$ cat src/rtl/wtm_pkg.sv
// package for the windowed throughput meter: window sizing, state types,
// control and status structs shared by the sequencer and the rate unit
// no dependencies
`timescale 1ns / 1ps
`default_nettype none

package wtm_pkg;

	localparam int WINDOW_DEPTH = 4;
	localparam int HEAD_W       = (WINDOW_DEPTH > 1) ? $clog2(WINDOW_DEPTH) : 1;
	localparam int FILL_W       = $clog2(WINDOW_DEPTH + 1);

	localparam int DATA_W       = 64;
	localparam int SCALE_W      = 32;
	localparam int HALF_W       = 32;
	localparam int PROD_W       = DATA_W + SCALE_W;
	localparam int DIV_STEPS    = DATA_W;
	localparam int STEP_W       = $clog2(DIV_STEPS);

	localparam logic [DATA_W-1:0]  U64_MAX   = {DATA_W{1'b1}};
	localparam logic [SCALE_W-1:0] TPS_RESET = 32'd1000000;

	typedef enum logic [2:0] {
		S_IDLE,
		S_UPDATE,
		S_SUM,
		S_RATE_P,
		S_RATE_R,
		S_DONE
	} meter_state_t;

	typedef enum logic [2:0] {
		U_IDLE,
		U_MUL_LO,
		U_MUL_HI,
		U_ADD,
		U_CHECK,
		U_DIV,
		U_DONE
	} rate_state_t;

	typedef struct packed {
		logic start;
	} rate_ctl_t;

	typedef struct packed {
		logic busy;
		logic done;
		logic saturated;
	} rate_sts_t;

endpackage

`default_nettype wire

$ cat src/rtl/wtm_rate_unit.sv
// shared rate unit: floor(bytes * scale / ticks) saturated to 64 bits,
// one 32x32 multiplier used twice, then a one-bit-per-cycle restoring divider
// depends on wtm_pkg
`timescale 1ns / 1ps
`default_nettype none

module wtm_rate_unit (
	input  wire logic                      clk,
	input  wire logic                      arst_n,
	input  wire wtm_pkg::rate_ctl_t        ctl,
	output wtm_pkg::rate_sts_t             sts,
	input  wire logic [wtm_pkg::DATA_W-1:0]  bytes,
	input  wire logic [wtm_pkg::SCALE_W-1:0] scale,
	input  wire logic [wtm_pkg::DATA_W-1:0]  ticks,
	output logic [wtm_pkg::DATA_W-1:0]       quotient
);
	import wtm_pkg::*;

	rate_state_t state_q, state_d;

	logic [HALF_W-1:0]  mul_a;
	logic [DATA_W-1:0]  mul_out;
	logic [DATA_W-1:0]  mul_lo_q;
	logic [DATA_W-1:0]  mul_hi_q;
	logic [PROD_W-1:0]  prod_q;
	logic [DATA_W-1:0]  rem_q;
	logic [DATA_W-1:0]  quo_q;
	logic [STEP_W-1:0]  step_q;
	logic               sat_q;
	logic [DATA_W-1:0]  prod_hi;
	logic [DATA_W:0]    rem_shift;
	logic               rem_ge;
	logic [DATA_W:0]    rem_sub;

	// one multiplier, low half of bytes first, then high half
	assign mul_a   = (state_q == U_MUL_LO) ? bytes[HALF_W-1:0] : bytes[DATA_W-1:HALF_W];
	assign mul_out = DATA_W'(mul_a) * DATA_W'(scale);

	assign prod_hi   = DATA_W'(prod_q[PROD_W-1:DATA_W]);
	assign rem_shift = {rem_q, quo_q[DATA_W-1]};
	assign rem_ge    = rem_shift >= {1'b0, ticks};
	assign rem_sub   = rem_shift - {1'b0, ticks};

	always_ff @(posedge clk or negedge arst_n) begin
		if (!arst_n) begin
			state_q <= U_IDLE;
		end else begin
			state_q <= state_d;
		end
	end

	always_comb begin
		state_d = state_q;
		case (state_q)
			U_IDLE:   if (ctl.start) state_d = U_MUL_LO;
			U_MUL_LO: state_d = U_MUL_HI;
			U_MUL_HI: state_d = U_ADD;
			U_ADD:    state_d = U_CHECK;
			U_CHECK:  state_d = (prod_hi >= ticks) ? U_DONE : U_DIV;
			U_DIV:    if (step_q == STEP_W'(DIV_STEPS - 1)) state_d = U_DONE;
			U_DONE:   state_d = U_IDLE;
			default:  state_d = U_IDLE;
		endcase
	end

	always_ff @(posedge clk or negedge arst_n) begin
		if (!arst_n) begin
			step_q <= '0;
			sat_q  <= 1'b0;
		end else begin
			case (state_q)
				U_CHECK: begin
					step_q <= '0;
					sat_q  <= prod_hi >= ticks;
				end
				U_DIV:   step_q <= step_q + STEP_W'(1);
				default: ;
			endcase
		end
	end

	always_ff @(posedge clk) begin
		case (state_q)
			U_MUL_LO: mul_lo_q <= mul_out;
			U_MUL_HI: mul_hi_q <= mul_out;
			U_ADD:    prod_q   <= {mul_hi_q, {HALF_W{1'b0}}} + PROD_W'(mul_lo_q);
			U_CHECK: begin
				if (prod_hi >= ticks) begin
					quo_q <= U64_MAX;
				end else begin
					rem_q <= prod_hi;
					quo_q <= prod_q[DATA_W-1:0];
				end
			end
			U_DIV: begin
				// remainder stays below ticks, so the low 64 bits hold it
				rem_q <= rem_ge ? rem_sub[DATA_W-1:0] : rem_shift[DATA_W-1:0];
				quo_q <= {quo_q[DATA_W-2:0], rem_ge};
			end
			default: ;
		endcase
	end

	assign quotient      = quo_q;
	assign sts.busy      = state_q != U_IDLE;
	assign sts.done      = state_q == U_DONE;
	assign sts.saturated = sat_q;

endmodule

`default_nettype wire

$ cat config.mk
export PLATFORM = sky130hd
export DESIGN_NAME = wtm_rate_unit
export DESIGN_NICKNAME = d
export VERILOG_FILES = /design/src/rtl/wtm_pkg.sv /design/src/rtl/wtm_rate_unit.sv
export SDC_FILE = /design/constraint.sdc
export NUM_CORES = 2
export LEC_CHECK = 0
export ABC_AREA = 1
export BUFFER_PORTS_ARGS = -buffer_cell sky130_fd_sc_hd__buf_4
export CAP_MARGIN = 20
export CORE_ASPECT_RATIO = 1.4
export CORE_MARGIN = 4
export CORE_UTILIZATION = 41
export DETAILED_ROUTE_END_ITERATION = 6
export GPL_ROUTABILITY_DRIVEN = 0
export PLACE_DENSITY_LB_ADDON = 0.25
export REMOVE_ABC_BUFFERS = 1
export SLEW_MARGIN = 5
export SYNTH_ARGS = -nofsm -noshare
export SYNTH_HDL_FRONTEND = slang
export SYNTH_SLANG_ARGS = --single-unit
$ cat constraint.sdc
create_clock -name clk -period 13.6 [get_ports clk]
set_input_delay 1.36 -clock clk [delete_from_list [all_inputs] [get_ports clk]]
set_output_delay 1.36 -clock clk [all_outputs]
set_load 0.02 [all_outputs]
==> impl_metrics.yaml <==
grt:
  grt_pass1_vias: 51540
  grt_max_degree: 90
  grt_pass1_wl_um: 313900
  globalRoute.totalOverflow: 0
  grtUsageTotal_pct: 29.38
  antenna_found_initial: 4
placed_design:
  dpl_cell_area_mm2: 0.06035
  hpwl_um: 171000
  port_buffers: 229
synthesis:
  ys_seq_elements: 362
  synth.most_common_cell: "inv_1"
  yosys.area_share.simple_pct: 22.06
  synth_commonest_cells: "inv_1, nand2_1, nor2_1"
  syn_area_mm2: 0.05677
  ys_seq_area_share_pct: 19.06
  synth_top_family_by_area: "adder cells"
  synth_warnings: 0
  synth_cell_types: 48
  syn_inst: 7141
  ys.flop_type: "edfxtp_1"
  synth-adder-area-share_pct: 40.31
  syn_area_per_cell_um2: 7.950
  synth_async_sr_flop_share_pct: 2.762
  yosys.area_share.xor_xnor_pct: 2.021
  synth_area_leaders: "fa_1, edfxtp_1, inv_1"
  synth_edf_count: 352
  synthMuxAreaShare_pct: 0
  yosysTopAreaCellShare_pct: 31.67
  synth_top_cell_by_area: "fa_1"
  synth_compound_area_share_pct: 4.511
sta:
  hold_violations: 0
  timing.final.crit_share_pct: 77.41
  fmax_mhz: 94.99
  finalCriticalPeriod_ns: 10.53
  setup_tns_ns: 0
  tightest_slew_ns: 1.125
  maxSlewViolCount: 0
  setup_violations: 0
  slew_headroom_pct: 25.00
  rsz0062_at_grt: "no"
  finClkSkew_ns: 0.03667
  worst_hold_slack_ns: 0.4186
clocking:
  htreeDepth: 2
  clk_pin_slew_worst_paths_ns: 0.07
  clock_latency_ns: 0.57
  numCtsBuffers: 34
  clkSinkCount: 362
  cts-root-buf: "clkbuf_16"
  clock_path_buffers: 3
  cts_setup_buffers: 0
  cts_resized: 0
  cts_tree: "yes"
  ctsHoldBuffers: 0
cells_and_area:
  fin_util_pct: 44.66
  synthToLayoutAreaGrowth_pct: 8.236
  final_cell_area_mm2: 0.06145
  drive_gt1_share_pct: 6.339
  filler_cell_count: 13820
  fin_nets: 8703
critical_path:
  crit_family: "adder cells"
  crit_arrival_ns: 10.85
  cp-endpoint: "mul_hi_q[41]"
  r2r_slack_ns: 3.07
  path_buf_inv: 5
  crit_top_cell: "fa_1"
  end_kind: "flop"
  critPathSlowestCell: "o21ai_2"
  critPathKind: "reg -> reg"
  required_ns: 13.92
  crit_start: "state_q[2]"
  crit_fanout: 22
  ff2ff_path_depth: 24
  r2r-end: "mul_hi_q[41]"
  crit_cells: 24
  critical_path.max_stage_delay_ns: 0.91
  path_cells: "inv_1 -> nand2_1 -> nor2_4 -> inv_2 -> buf_4 -> o21ai_2 -> inv_1 -> nand2_1 -> fa_1 -> fa_1 -> fa_1 -> fa_1 -> inv_1 -> fa_1 -> fa_1 -> fa_1 -> ha_1 -> ha_1 -> a21o_1 -> a21boi_0 -> o21ai_0 -> nor2_1 -> nand3_1 -> xor2_1"
  critPathLaunchType: "flop"
  regToRegStartpoint: "state_q[2]"
job:
  max_cap_violations: 0
die:
  die_w_um: 322.5
  io_pins: 230
  rows: 161
  coreArea_mm2: 0.1376
  fp.dieArea_mm2: 0.1446
  start_util_pct: 41.26
  fp.dieH_um: 448.3
drt:
  vias: 48470
  drt_wl_total_um: 210800
  wl_per_cell_um: 23.25
  drc_errors: 1
  avgViaCountPerCell: 5.345
  ant_nets: 0
  drtIter0Drc: 3845
  dr.pass1.iters: 7
min_path:
  hold_class: "reg -> reg"
outcome:
  outcome: "complete, but fails checks"
  violations: "design-rule violations"
placed cells by master, fill, tap and decap left out, drive strengths merged, types with 49 or more instances in the layout:
master	instances
nor3	110
o21bai	49
nor2	1189
xor2	85
nand3	212
buf	295
ha	392
a21oi	211
inv	1531
fa	898
edfxtp	352
nand2	1505
o21ai	153
sequential cells by signal (all words and copies together) (netlist names):
name      cells
quotient     64
rem_q        64
step_q        6
mul_lo_q     64
mul_hi_q     64
prod_q       96
state_q       3
sat_q         1
kinds of logic (layout without fill, tap and decap cells):
kind of cell             Yosys count  count (layout)
XOR/XNOR                         131             131
AND/OR/NAND/NOR                 3128            3128
other                              0               2
buffers and inverters           1770            1902
AO/OA/AOI/OAI                    460             460
flip-flops                       362             362
adder cells (fa/ha/maj)         1290            1290
routing by layer:
layer  GRT usage (%)  vias to the layer above  part of all wire [%]
met2           51.73                     2353                    49
met4           25.83                        2                    11
met5               0                        -                0.0062
li1                -                    21710                     -
met3           3.991                      895                   6.5
met1           30.70                    23500                    33
per-stage QoR:
step	worst slack (ns)	instances
final	3.072	9068
after global routing	2.681	9066
after CTS	3.210	9064
after detailed placement	3.249	9005
after global placement	3.405	9004
after floorplan	2.197	6918
final cells by class:
type	instances	area (um2)	area share, %
repair buffers	296	2272	3.698
inverters	1547	5809	9.454
diodes	2	5.005	0.008145
flip-flops and latches	362	10820	17.61
multi-input cells	5009	39240	63.86
well taps	1793	2243	3.651
clock buffers	34	850.8	1.385
clock inverters	25	205.2	0.3339
worst min path at each step:
stage                     cells after the start    endpoint          from
after detailed placement                      0   prod_q[0]   mul_lo_q[0]
after CTS                                     0  prod_q[14]  mul_lo_q[14]
after global routing                          0  prod_q[14]  mul_lo_q[14]
final                                         0  prod_q[26]  mul_lo_q[26]
after global placement                        0  prod_q[26]  mul_lo_q[26]
after floorplan                               0   prod_q[0]   mul_lo_q[0]
Power is not shown: default switching activity piles up to over one toggle a cycle in this logic, so the estimate is an artifact.
